===== src/rtl/gdqp_pkg.sv =====
// Shared types, constants and helper functions for the gray decimate/quantize/pack unit.
// Used by every module in rtl; depends on nothing.
`default_nettype none

package gdqp_pkg;

    // Frame size limits and the widths that follow from them.
    localparam int MAX_WIDTH  = 1024;
    localparam int MAX_HEIGHT = 1024;
    localparam int COL_W      = $clog2(MAX_WIDTH);
    localparam int ROW_W      = $clog2(MAX_HEIGHT);
    localparam int WDIM_W     = $clog2(MAX_WIDTH + 1);
    localparam int HDIM_W     = $clog2(MAX_HEIGHT + 1);

    // Fixed field widths.
    localparam int PIX_W      = 8;
    localparam int FACTOR_W   = 4;
    localparam int PHASE_W    = 3;
    localparam int FILL_W     = 3;
    localparam int CFG_DATA_W = 11;
    localparam int CFG_IDX_W  = 2;
    localparam int MAX_FACTOR = 8;

    // Queue between front and back.
    localparam int Q_DEPTH    = 4;
    localparam int Q_PTR_W    = $clog2(Q_DEPTH);
    localparam int Q_CNT_W    = $clog2(Q_DEPTH + 1);

    // Configuration register indexes.
    typedef enum logic [CFG_IDX_W-1:0] {
        CFG_FACTOR = 2'd0,
        CFG_MODE   = 2'd1,
        CFG_WIDTH  = 2'd2,
        CFG_HEIGHT = 2'd3
    } t_cfg_idx;

    // Output depth codes.
    typedef enum logic [1:0] {
        GRAY_1 = 2'd0,
        GRAY_2 = 2'd1,
        GRAY_4 = 2'd2,
        GRAY_8 = 2'd3
    } t_gray_mode;

    // Configuration as seen by the datapath, already clamped into range.
    typedef struct packed {
        logic [FACTOR_W-1:0] factor;
        t_gray_mode          mode;
        logic [WDIM_W-1:0]   width;
        logic [HDIM_W-1:0]   height;
    } t_cfg;

    // One kept pixel handed from front to back.
    typedef struct packed {
        logic [PIX_W-1:0] luma;
        logic             last;
    } t_qent;

    // Level = (x + 127) / 255 for x = p * maxl with maxl <= 15.
    // The quotient estimate x >> 8 is low by at most one, so one compare fixes it.
    function automatic logic [3:0] quant_div255(input logic [11:0] x);
        logic [3:0] q0;
        logic [8:0] r;
        q0 = x[11:8];
        r  = {1'b0, x[7:0]} + {5'd0, q0};
        return (r >= 9'd255) ? (q0 + 4'd1) : q0;
    endfunction

endpackage

`default_nettype wire


===== src/rtl/gdqp_queue.sv =====
// Short register queue that decouples the pixel front end from the packing back end.
// Depends on gdqp_pkg for the entry type and depth.
`default_nettype none

module gdqp_queue
    import gdqp_pkg::*;
(
    input  wire logic  i_clk,
    input  wire logic  i_rst_n,
    input  wire logic  i_clear,
    input  wire logic  i_push,
    input  wire t_qent i_data,
    input  wire logic  i_pop,
    output logic       o_full,
    output logic       o_valid,
    output t_qent      o_data
);

    t_qent                r_mem [Q_DEPTH];
    logic [Q_PTR_W-1:0]   r_wr_ptr, n_wr_ptr;
    logic [Q_PTR_W-1:0]   r_rd_ptr, n_rd_ptr;
    logic [Q_CNT_W-1:0]   r_count,  n_count;

    assign o_full  = (r_count == Q_CNT_W'(Q_DEPTH));
    assign o_valid = (r_count != '0);
    assign o_data  = r_mem[r_rd_ptr];

    // Pointer and occupancy update.
    always_comb begin
        n_wr_ptr = r_wr_ptr;
        n_rd_ptr = r_rd_ptr;
        n_count  = r_count;
        if (i_clear) begin
            n_wr_ptr = '0;
            n_rd_ptr = '0;
            n_count  = '0;
        end else begin
            if (i_push) begin
                n_wr_ptr = r_wr_ptr + Q_PTR_W'(1);
            end
            if (i_pop) begin
                n_rd_ptr = r_rd_ptr + Q_PTR_W'(1);
            end
            if (i_push && !i_pop) begin
                n_count = r_count + Q_CNT_W'(1);
            end else if (!i_push && i_pop) begin
                n_count = r_count - Q_CNT_W'(1);
            end
        end
    end

    always_ff @(posedge i_clk) begin
        if (!i_rst_n) begin
            r_wr_ptr <= '0;
            r_rd_ptr <= '0;
            r_count  <= '0;
        end else begin
            r_wr_ptr <= n_wr_ptr;
            r_rd_ptr <= n_rd_ptr;
            r_count  <= n_count;
        end
    end

    // Entry storage needs no reset.
    always_ff @(posedge i_clk) begin
        if (i_push && !i_clear) begin
            r_mem[r_wr_ptr] <= i_data;
        end
    end

endmodule

`default_nettype wire


===== src/rtl/gdqp_front.sv =====
// Front end: accepts source pixels, tracks raster position and decimation phase,
// and queues kept pixels with their end-of-frame flag. Depends on gdqp_pkg.
`default_nettype none

module gdqp_front
    import gdqp_pkg::*;
(
    input  wire logic             i_clk,
    input  wire logic             i_rst_n,
    input  wire t_cfg             i_cfg,
    input  wire logic             i_restart,
    input  wire logic             i_accept,
    input  wire logic [PIX_W-1:0] i_luma,
    output logic                  o_push,
    output t_qent                 o_entry
);

    logic [COL_W-1:0]   r_col,       n_col;
    logic [ROW_W-1:0]   r_row,       n_row;
    logic [PHASE_W-1:0] r_col_phase, n_col_phase;
    logic [PHASE_W-1:0] r_row_phase, n_row_phase;

    logic               kept;
    logic               last;
    logic               col_wrap;
    logic               row_wrap;
    logic               col_phase_wrap;
    logic               row_phase_wrap;

    // Classify the current pixel: kept on phase zero, last when the next kept
    // row and column would both fall outside the frame.
    always_comb begin
        kept = (r_col_phase == '0) && (r_row_phase == '0);
        last = ((WDIM_W + 1)'(r_col) + (WDIM_W + 1)'(i_cfg.factor)
                   >= (WDIM_W + 1)'(i_cfg.width))
            && ((HDIM_W + 1)'(r_row) + (HDIM_W + 1)'(i_cfg.factor)
                   >= (HDIM_W + 1)'(i_cfg.height));
        col_wrap = (WDIM_W + 1)'(r_col) + (WDIM_W + 1)'(1) >= (WDIM_W + 1)'(i_cfg.width);
        row_wrap = (HDIM_W + 1)'(r_row) + (HDIM_W + 1)'(1) >= (HDIM_W + 1)'(i_cfg.height);
        col_phase_wrap = ({1'b0, r_col_phase} + 4'd1) >= i_cfg.factor;
        row_phase_wrap = ({1'b0, r_row_phase} + 4'd1) >= i_cfg.factor;
    end

    assign o_push        = i_accept && kept;
    assign o_entry.luma  = i_luma;
    assign o_entry.last  = last;

    // Raster position advance with wrap at the frame bounds.
    always_comb begin
        n_col       = r_col;
        n_row       = r_row;
        n_col_phase = r_col_phase;
        n_row_phase = r_row_phase;
        if (i_restart) begin
            n_col       = '0;
            n_row       = '0;
            n_col_phase = '0;
            n_row_phase = '0;
        end else if (i_accept) begin
            if (col_wrap) begin
                n_col       = '0;
                n_col_phase = '0;
                if (row_wrap) begin
                    n_row       = '0;
                    n_row_phase = '0;
                end else begin
                    n_row       = r_row + ROW_W'(1);
                    n_row_phase = row_phase_wrap ? '0 : r_row_phase + PHASE_W'(1);
                end
            end else begin
                n_col       = r_col + COL_W'(1);
                n_col_phase = col_phase_wrap ? '0 : r_col_phase + PHASE_W'(1);
            end
        end
    end

    always_ff @(posedge i_clk) begin
        if (!i_rst_n) begin
            r_col       <= '0;
            r_row       <= '0;
            r_col_phase <= '0;
            r_row_phase <= '0;
        end else begin
            r_col       <= n_col;
            r_row       <= n_row;
            r_col_phase <= n_col_phase;
            r_row_phase <= n_row_phase;
        end
    end

endmodule

`default_nettype wire


===== src/rtl/gdqp_back.sv =====
// Back end: quantizes kept pixels (8-bit mode passes luma through), packs levels MSB first
// into bytes and holds the result in an output register. Depends on gdqp_pkg.
`default_nettype none

module gdqp_back
    import gdqp_pkg::*;
(
    input  wire logic             i_clk,
    input  wire logic             i_rst_n,
    input  wire t_gray_mode       i_mode,
    input  wire logic             i_restart,
    input  wire logic             i_q_valid,
    input  wire t_qent            i_q_data,
    output logic                  o_q_pop,
    output logic                  o_valid,
    input  wire logic             i_stall,
    output logic [PIX_W-1:0]      o_packed_byte,
    output logic                  o_frame_end
);

    logic [PIX_W-1:0]  r_acc,      n_acc;
    logic [FILL_W-1:0] r_fill,     n_fill;
    logic              r_out_vld,  n_out_vld;
    logic [PIX_W-1:0]  r_out_byte, n_out_byte;
    logic              r_out_end,  n_out_end;

    logic [3:0]        bits;
    logic [3:0]        maxl;
    logic [11:0]       scaled;
    logic [3:0]        quot;
    logic [3:0]        lvl;
    logic [FILL_W-1:0] shift;
    logic [PIX_W-1:0]  merged;
    logic [FILL_W:0]   fill_sum;
    logic              emit;

    // Level count and width for the selected depth.
    always_comb begin
        unique case (i_mode)
            GRAY_1: begin
                bits = 4'd1;
                maxl = 4'd1;
            end
            GRAY_2: begin
                bits = 4'd2;
                maxl = 4'd3;
            end
            GRAY_4: begin
                bits = 4'd4;
                maxl = 4'd15;
            end
            GRAY_8: begin
                bits = 4'd8;
                maxl = 4'd15;
            end
        endcase
    end

    // Quantize and merge into the partial byte.
    always_comb begin
        scaled   = 12'(i_q_data.luma) * 12'(maxl) + 12'd127;
        quot     = quant_div255(scaled);
        lvl      = (quot > maxl) ? maxl : quot;
        shift    = FILL_W'(4'd8 - bits - {1'b0, r_fill});
        merged   = r_acc | (PIX_W'(lvl) << shift);
        fill_sum = {1'b0, r_fill} + bits;
        emit     = (i_mode == GRAY_8) || (fill_sum >= 4'd8) || i_q_data.last;
    end

    // Take a queued pixel whenever the output register is free or draining.
    assign o_q_pop = i_q_valid && (!r_out_vld || !i_stall);

    always_comb begin
        n_acc      = r_acc;
        n_fill     = r_fill;
        n_out_vld  = r_out_vld && i_stall;
        n_out_byte = r_out_byte;
        n_out_end  = r_out_end;
        if (i_restart) begin
            n_acc     = '0;
            n_fill    = '0;
            n_out_vld = 1'b0;
        end else if (o_q_pop) begin
            if (emit) begin
                n_out_vld  = 1'b1;
                n_out_byte = (i_mode == GRAY_8) ? i_q_data.luma : merged;
                n_out_end  = i_q_data.last;
                n_acc      = '0;
                n_fill     = '0;
            end else begin
                n_acc  = merged;
                n_fill = fill_sum[FILL_W-1:0];
            end
        end
    end

    always_ff @(posedge i_clk) begin
        if (!i_rst_n) begin
            r_acc     <= '0;
            r_fill    <= '0;
            r_out_vld <= 1'b0;
        end else begin
            r_acc     <= n_acc;
            r_fill    <= n_fill;
            r_out_vld <= n_out_vld;
        end
    end

    // Output payload holds while stalled; no reset needed.
    always_ff @(posedge i_clk) begin
        r_out_byte <= n_out_byte;
        r_out_end  <= n_out_end;
    end

    assign o_valid       = r_out_vld;
    assign o_packed_byte = r_out_byte;
    assign o_frame_end   = r_out_end;

endmodule

`default_nettype wire


===== src/rtl/gray_decimate_quantize_pack_unit.sv =====
// Gray decimate/quantize/pack unit: takes one source pixel per cycle while o_stall is low.
// The pixel that completes a result byte passes through the front-to-back queue and then
// the output register before the byte appears.
// Input stalls only when the four-entry queue is full behind a stalled output.
// Synchronous active-low reset sets factor 1, 8-bit mode, 640 x 480 and clears position.
`default_nettype none

module gray_decimate_quantize_pack_unit
    import gdqp_pkg::*;
(
    input  wire logic                  i_clk,
    input  wire logic                  i_rst_n,
    input  wire logic                  i_cfg_we,
    input  wire logic [CFG_IDX_W-1:0]  i_cfg_idx,
    input  wire logic [CFG_DATA_W-1:0] i_cfg_data,
    input  wire logic                  i_valid,
    output logic                       o_stall,
    input  wire logic [PIX_W-1:0]      i_luma,
    output logic                       o_valid,
    input  wire logic                  i_stall,
    output logic [PIX_W-1:0]           o_packed_byte,
    output logic                       o_frame_end
);

    t_cfg   r_cfg, n_cfg;
    logic   restart;
    logic   accept;
    logic   push;
    t_qent  push_data;
    logic   q_full;
    logic   q_valid;
    t_qent  q_data;
    logic   q_pop;

    // Configuration registers, stored already clamped into range.
    always_comb begin
        n_cfg = r_cfg;
        if (i_cfg_we) begin
            unique case (t_cfg_idx'(i_cfg_idx))
                CFG_FACTOR: begin
                    if (i_cfg_data[FACTOR_W-1:0] == '0) begin
                        n_cfg.factor = FACTOR_W'(1);
                    end else if (i_cfg_data[FACTOR_W-1:0] > FACTOR_W'(MAX_FACTOR)) begin
                        n_cfg.factor = FACTOR_W'(MAX_FACTOR);
                    end else begin
                        n_cfg.factor = i_cfg_data[FACTOR_W-1:0];
                    end
                end
                CFG_MODE: begin
                    n_cfg.mode = t_gray_mode'(i_cfg_data[1:0]);
                end
                CFG_WIDTH: begin
                    if (i_cfg_data == '0) begin
                        n_cfg.width = WDIM_W'(1);
                    end else if (32'(i_cfg_data) > MAX_WIDTH) begin
                        n_cfg.width = WDIM_W'(MAX_WIDTH);
                    end else begin
                        n_cfg.width = WDIM_W'(i_cfg_data);
                    end
                end
                CFG_HEIGHT: begin
                    if (i_cfg_data == '0) begin
                        n_cfg.height = HDIM_W'(1);
                    end else if (32'(i_cfg_data) > MAX_HEIGHT) begin
                        n_cfg.height = HDIM_W'(MAX_HEIGHT);
                    end else begin
                        n_cfg.height = HDIM_W'(i_cfg_data);
                    end
                end
            endcase
        end
    end

    always_ff @(posedge i_clk) begin
        if (!i_rst_n) begin
            r_cfg.factor <= FACTOR_W'(1);
            r_cfg.mode   <= GRAY_8;
            r_cfg.width  <= WDIM_W'(640);
            r_cfg.height <= HDIM_W'(480);
        end else begin
            r_cfg <= n_cfg;
        end
    end

    // Every register write restarts the frame.
    assign restart = i_cfg_we;
    assign accept  = i_valid && !q_full;
    assign o_stall = q_full;

    gdqp_front u_front (
        .i_clk     (i_clk),
        .i_rst_n   (i_rst_n),
        .i_cfg     (r_cfg),
        .i_restart (restart),
        .i_accept  (accept),
        .i_luma    (i_luma),
        .o_push    (push),
        .o_entry   (push_data)
    );

    gdqp_queue u_queue (
        .i_clk   (i_clk),
        .i_rst_n (i_rst_n),
        .i_clear (restart),
        .i_push  (push),
        .i_data  (push_data),
        .i_pop   (q_pop),
        .o_full  (q_full),
        .o_valid (q_valid),
        .o_data  (q_data)
    );

    gdqp_back u_back (
        .i_clk         (i_clk),
        .i_rst_n       (i_rst_n),
        .i_mode        (r_cfg.mode),
        .i_restart     (restart),
        .i_q_valid     (q_valid),
        .i_q_data      (q_data),
        .o_q_pop       (q_pop),
        .o_valid       (o_valid),
        .i_stall       (i_stall),
        .o_packed_byte (o_packed_byte),
        .o_frame_end   (o_frame_end)
    );

endmodule

`default_nettype wire

===== config.mk =====
export PLATFORM = sky130hd
export DESIGN_NAME = gray_decimate_quantize_pack_unit
export DESIGN_NICKNAME = d
export VERILOG_FILES = /design/src/rtl/gdqp_pkg.sv /design/src/rtl/gdqp_queue.sv /design/src/rtl/gdqp_front.sv /design/src/rtl/gdqp_back.sv /design/src/rtl/gray_decimate_quantize_pack_unit.sv
export SDC_FILE = /design/constraint.sdc
export NUM_CORES = 1
export LEC_CHECK = 0
export BUFFER_PORTS_ARGS = -buffer_cell sky130_fd_sc_hd__buf_2
export CELL_PAD_IN_SITES_DETAIL_PLACEMENT = 0
export CELL_PAD_IN_SITES_GLOBAL_PLACEMENT = 1
export CORE_MARGIN = 1
export CORE_UTILIZATION = 53
export DETAILED_ROUTE_END_ITERATION = 6
export PLACE_DENSITY = 0.85
export SYNTH_ARGS = -nofsm -noshare
export SYNTH_HDL_FRONTEND = slang
export SYNTH_SLANG_ARGS = --single-unit

===== constraint.sdc =====
create_clock -name i_clk -period 24.9 [get_ports i_clk]
set_clock_uncertainty 0.2 [all_clocks]
set_input_delay 7.47 -clock i_clk [delete_from_list [all_inputs] [get_ports i_clk]]
set_output_delay 7.47 -clock i_clk [all_outputs]
set_load 0.005 [all_outputs]

* Word-level counts from Yosys, hierarchy flattened
Memories as Yosys holds them, arrays and structs flattened. A register that Yosys moved wholly into a read port is not among the register bits. Index checks and enable logic that the tools add are counted. Widths: inputs -> output; s select.
Cells by class: $add $sub $neg 20, $mul 1, order comparisons 11, equality and inequality tests 7, shift-type cells 1, multiplexer cells 25, bitwise operators 3, reduce and logical (&&, ||, !) cells 34
Operators by type and width (number):
- $ge 12x11->1 | 4
- $add 10x1->11 const B | 2
- $add 10x4->11 | 2
- $mux 11 | 2
- $mux 3 | 7
- $add 10x1->10 const B | 2
- $mux 10 | 2
- $mux 4 | 4
- $mux 8 | 2
- $pmux 4 s4 | 1
- $add 12x7->12 const B | 1
- $mul 8x4->12 | 1
- $pmux 4 s3 | 1
- $gt 11x11->1 const B | 1
- $logic_not 11->1 | 1
- $reduce_and 2->1 | 5
- $add 3x1->3 const B | 3
- $add 8x4->9 | 1
- $ge 9x8->1 const B | 1
- $logic_and 1x1->1 | 9
- $add 3x1->4 const B | 2
- $eq 2x2->1 const B | 4
- $ge 4x4->1 | 2
- $or 8x8->8 | 1
- other kinds (24) | 41
Word-level totals: bits in registers 82, bits in writable memories 36, bits of input ports 26, word-level logic and storage cells 119, memories 1
Memories:
- u_queue.r_mem | depth 4, bits a word 9, read ports 1, clocked after Yosys merged registers in 1, wr ports 1, RTL line gdqp_queue.sv:19 | t_qent r_mem [Q_DEPTH];

* Depth between registers and ports, before layout
depth in word-level cells 13, gate-level depth with buffers 34, gate-level depth less buffers 31

* Cells and area by module
From an unflattened synthesis, not the netlist that was laid out.
Unflattened totals: cell total of the unflattened synthesis 956, area total of the unflattened synthesis 9044.9 µm²
Modules (own cells, without submodules):
- gdqp_front | times used 1, cells each 383, area each 3119.2 µm², sequential area each 520.5 µm²
- gdqp_back | times used 1, cells each 343, area each 2927.8 µm², sequential area each 510.5 µm²
- gdqp_queue | times used 1, cells each 93, area each 1750.4 µm², sequential area each 1261.2 µm²
- gray_decimate_quantize_pack_unit | times used 1, cells each 137, area each 1247.4 µm², sequential area each 560.5 µm²

* Worst setup path after synthesis
OpenSTA, ideal clock, no wires.
path kind input to register, from in i_valid, to reg u_queue.r_count[2], arrival 9.215 ns, required time 24.630 ns, path slack 15.414 ns, stages on the path 10, path buffers 1, path through nor2b_1 -> clkbuf_1 -> nand4_1 -> inv_1 -> ha_1 -> inv_1 -> fa_1 -> xor2_1 -> or3_1 -> a21oi_1
On the way: word-level cells in the longest chain between the ends 5, elaborated cells on any way between the ends 7, classes of those cells mux: 1; reduce/logical: 6
RTL lines:
- from (decl) | RTL line gray_decimate_quantize_pack_unit.sv:16 | input wire logic i_valid,
- $logic_and 1x1->1 * | RTL line gray_decimate_quantize_pack_unit.sv:87 | assign accept = i_valid && !q_full;
- $logic_and 1x1->1 * | RTL line gdqp_front.sv:44 | assign o_push = i_accept && kept;
- net push | RTL line gray_decimate_quantize_pack_unit.sv:28 | logic push;
- $logic_not 1->1 | RTL line gdqp_queue.sv:46 | end else if (!i_push && i_pop) begin
- $logic_and 1x1->1 | RTL line gdqp_queue.sv:46
- $reduce_bool 2->1 (no source line)
- to (signal assigned) | RTL line gdqp_queue.sv:60 | r_count <= n_count;
- to (decl) | RTL line gdqp_queue.sv:22 | logic [Q_CNT_W-1:0] r_count, n_count;
Mark *: on every way through the listed nets, which the timed path passes. The rest lies on a longest branch. A chain may end at the register's enable or synchronous reset.

* Final worst setup path
Same ends and word-level chain as after synthesis.

==> impl_metrics.toml <==
[route]
drtIter0Drc = 464
routed-wl-met2_um = 10400
topRoutingLayerUsed = "met4"
ant_nets = 0
avgViaCountPerCell = 5.74
vias = 6991
drc = 0
wl_met1_um = 9280
drt_wl_total_um = 20700
firstDrtPassIters = 5
wl_met3_um = 629
routedWlPerCell_um = 17.0

[logic_synthesis]
syn_nets = 1116
ys_types = 81
ys_seq_area_share_pct = 31.8
avgSynthCellArea_um2 = 9.27
syn_area_um2 = 8970
syn_inst = 968
synth_ff_type = "dfxtp_1"
synth-async-reset-ratio_pct = 0
synth-edff-count = 45
ys.warnings.count = 0
synth_seq_cells = 120

[setup_path]
r2r_cells = 29
crit_chain = "buf_2 > nor2b_1 > buf_4 > nand4_1 > inv_1 > ha_1 > inv_1 > fa_1 > xor2_1 > or3_1 > a21oi_1"
r2r_slack_ns = 15.73
crit_required_ns = 25.04
critPathArrivalTime_ns = 9.49
critPathKind = "in -> reg"
start_kind = "primary input"
crit_path_max_incr_delay_ns = 0.37
crit_path_frequent_cell = "inv_1"
r2r-end = "u_back.o_packed_byte[3]$_DFFE_PP_"
cpLargestDelayFamily = "simple AND/OR/NAND/NOR gates"
cp-end-kind = "flop"
slowest_stage = "fa_1"
crit_fanout = 16
r2r_start = "r_cfg[23]$_SDFFE_PN1P_"
crit_buf_inv = 4

[final_layout]
fillers = 1497
final_common_cell = "ha_1"
drive_gt1_share_pct = 10.8
regArea_um2 = 2850
area_delta_synth_final_pct = 9.63
antenna_cells = 0
fin_nets = 1134
layout_common_cells = "ha_1, inv_1, nand2_1"
multi_input_area_um2 = 5640

[clock_network]
cts_made_buffers = 17
h-tree-depth = 4
cts_resized = 0
cts_tree = "done"
cts_sinks = 120
cts.path.max_buffers = 2
hold_buffers = 0
root_buffer = "clkbuf_16"
clk-insertion-delay-late_ns = 0.41
clk_pin_slew_ns = 0.05
postCtsSetupBuffers = 0

[hold_path]
holdCritPathClass = "reg -> reg"
whs_path_depth = 2
hold_end = "u_back.r_acc[1]$_SDFFE_PP0P_"
hold_start = "u_back.r_acc[1]$_SDFFE_PP0P_"

[timing]
setup_viol = 0
fin_crit_ns = 9.34
rsz0062_at_grt = "no"
relSlewSlack_pct = 29.2
worstMarginPinSlew_ns = 1.06
layout_setup_ws_ns = 15.56
max_freq_ghz = 0.107
hold_slack_ns = 0.247
finalMaxSlewViolations = 0
hold_viol = 0
fin_crit_sh_pct = 37.5
setup_tns_ns = 0

[floorplanning]
rows = 47
core-area_um2 = 16600
die_w_um = 132
die-area_um2 = 17500
die_h_um = 132
ioPinCount = 37
start_util_pct = 54.1

[global_route]
grt_use_total_pct = 25.0
grt_pass1_vias = 6778
grt_pass1_wl_um = 34500
overflow = 0
grt_antenna_before_repair = 0
grt_max_degree = 37

[placement]
dp_hpwl_um = 15700
dp_slack_ns = 15.12
place_congestion = 0.805
port_buffers = 36

[run_status]
status = "finished, final reports clean"

[run]
max-cap-violations = 0
[worst register-to-register path, delay by kind of cell (launching register included)]
| family | cells | cell delay, ns |
|---|---|---|
| flops | 1 | 0.74 |
| simple gates | 10 | 1.90 |
| compound gates | 9 | 2.56 |
| fa+ha+maj | 6 | 2.48 |
| xor+xnor | 1 | 0.44 |
| buf+inv | 3 | 0.61 |
[through the flow]
| stage | util, % | area [um2] | std cells |
|---|---|---|---|
| final | 59.3 | 9840 | 1219 |
| after global routing | 59.3 | 9840 | 1219 |
| after CTS | 59.3 | 9840 | 1219 |
| after detailed placement | 56.0 | 9290 | 1187 |
| after global placement | 56.0 | 9290 | 1187 |
| after floorplan | - | 8970 | 968 |
[Yosys cell counts, drive strengths merged (7+ instances only)]
| master | number | area (um2) |
|---|---|---|
| a2111oi | 9 | 116 |
| a211oi | 13 | 128 |
| a21boi | 8 | 60.1 |
| a21o | 39 | 300 |
| a21oi | 56 | 288 |
| a31oi | 9 | 56.3 |
| a32o | 7 | 70.1 |
| and2 | 17 | 106 |
| and3 | 18 | 113 |
| buf | 7 | 43.8 |
| clkbuf | 34 | 128 |
| dfxtp | 75 | 1500 |
| edfxtp | 45 | 1350 |
| fa | 16 | 320 |
| ha | 106 | 1330 |
| inv | 83 | 312 |
| mux2i | 7 | 73.8 |
| mux4 | 9 | 203 |
| nand2 | 79 | 297 |
| nand2b | 21 | 131 |
| nand3 | 36 | 180 |
| nand4 | 14 | 93.8 |
| nor2 | 56 | 210 |
| nor2b | 10 | 62.6 |
| nor3 | 18 | 95.1 |
| nor3b | 11 | 82.6 |
| o211ai | 14 | 115 |
| o21a | 9 | 67.6 |
| o21ai | 28 | 144 |
| xnor2 | 27 | 236 |
| xor2 | 23 | 201 |
[how the worst max path moves through the flow]
stage,start,end,slack [ns],cells past startpoint
after floorplan,i_valid,u_queue.r_count[2]$_SDFFE_PP0P_,15.41,10
after global placement,i_valid,u_queue.r_count[2]$_SDFFE_PP0P_,15.18,11
after detailed placement,i_valid,u_queue.r_count[2]$_SDFFE_PP0P_,15.12,11
after CTS,i_valid,u_queue.r_count[2]$_SDFFE_PP0P_,15.56,11
after global routing,r_cfg[23]$_SDFFE_PN1P_,u_back.o_packed_byte[6]$_DFFE_PP_,15.07,29
final,i_valid,u_queue.r_count[2]$_SDFFE_PP0P_,15.56,11
[layer usage]
metal / up-vias / track usage, %
met5: - / 0
met4: 0 / 9.04
met3: 25 / 4.15
met2: 127 / 43.9
met1: 3312 / 31.0
li1: 3527 / -
[sequential cells by signal, summed over array words and instances (netlist names), named ones only]
name                  flops
u_front.r_row            10
u_front.r_col_phase       3
u_queue.r_wr_ptr          2
u_back.r_acc              8
u_queue.r_count           3
u_back.r_fill             3
u_front.r_row_phase       3
u_front.r_col            10
r_cfg                    28
u_back.o_packed_byte      8
u_back.o_frame_end        1
u_queue.r_rd_ptr          2
u_back.o_valid            1
u_queue.r_mem            36
[final cells by class]
class	instances	area share, %
Clock buffer	20	4.54
Sequential cell	120	29.0
Inverter	83	3.17
Clock inverter	12	1.06
Multi-Input combinational cell	724	57.3
Tap cell	220	2.80
Timing Repair Buffer	40	2.14
[logic make-up after synthesis]
group / synth area share, %
AOI/OAI and AO/OA: 18.9
xor gates and xnor gates: 4.88
adders and majority gates: 18.3
buffers and inverters: 5.38
DFF: 31.8
muxes: 3.21
and+or+nand+nor: 17.5
Power is left out: the tool's default activity adds up to more than one toggle a clock period on the data nets, which glitch-free logic cannot reach.
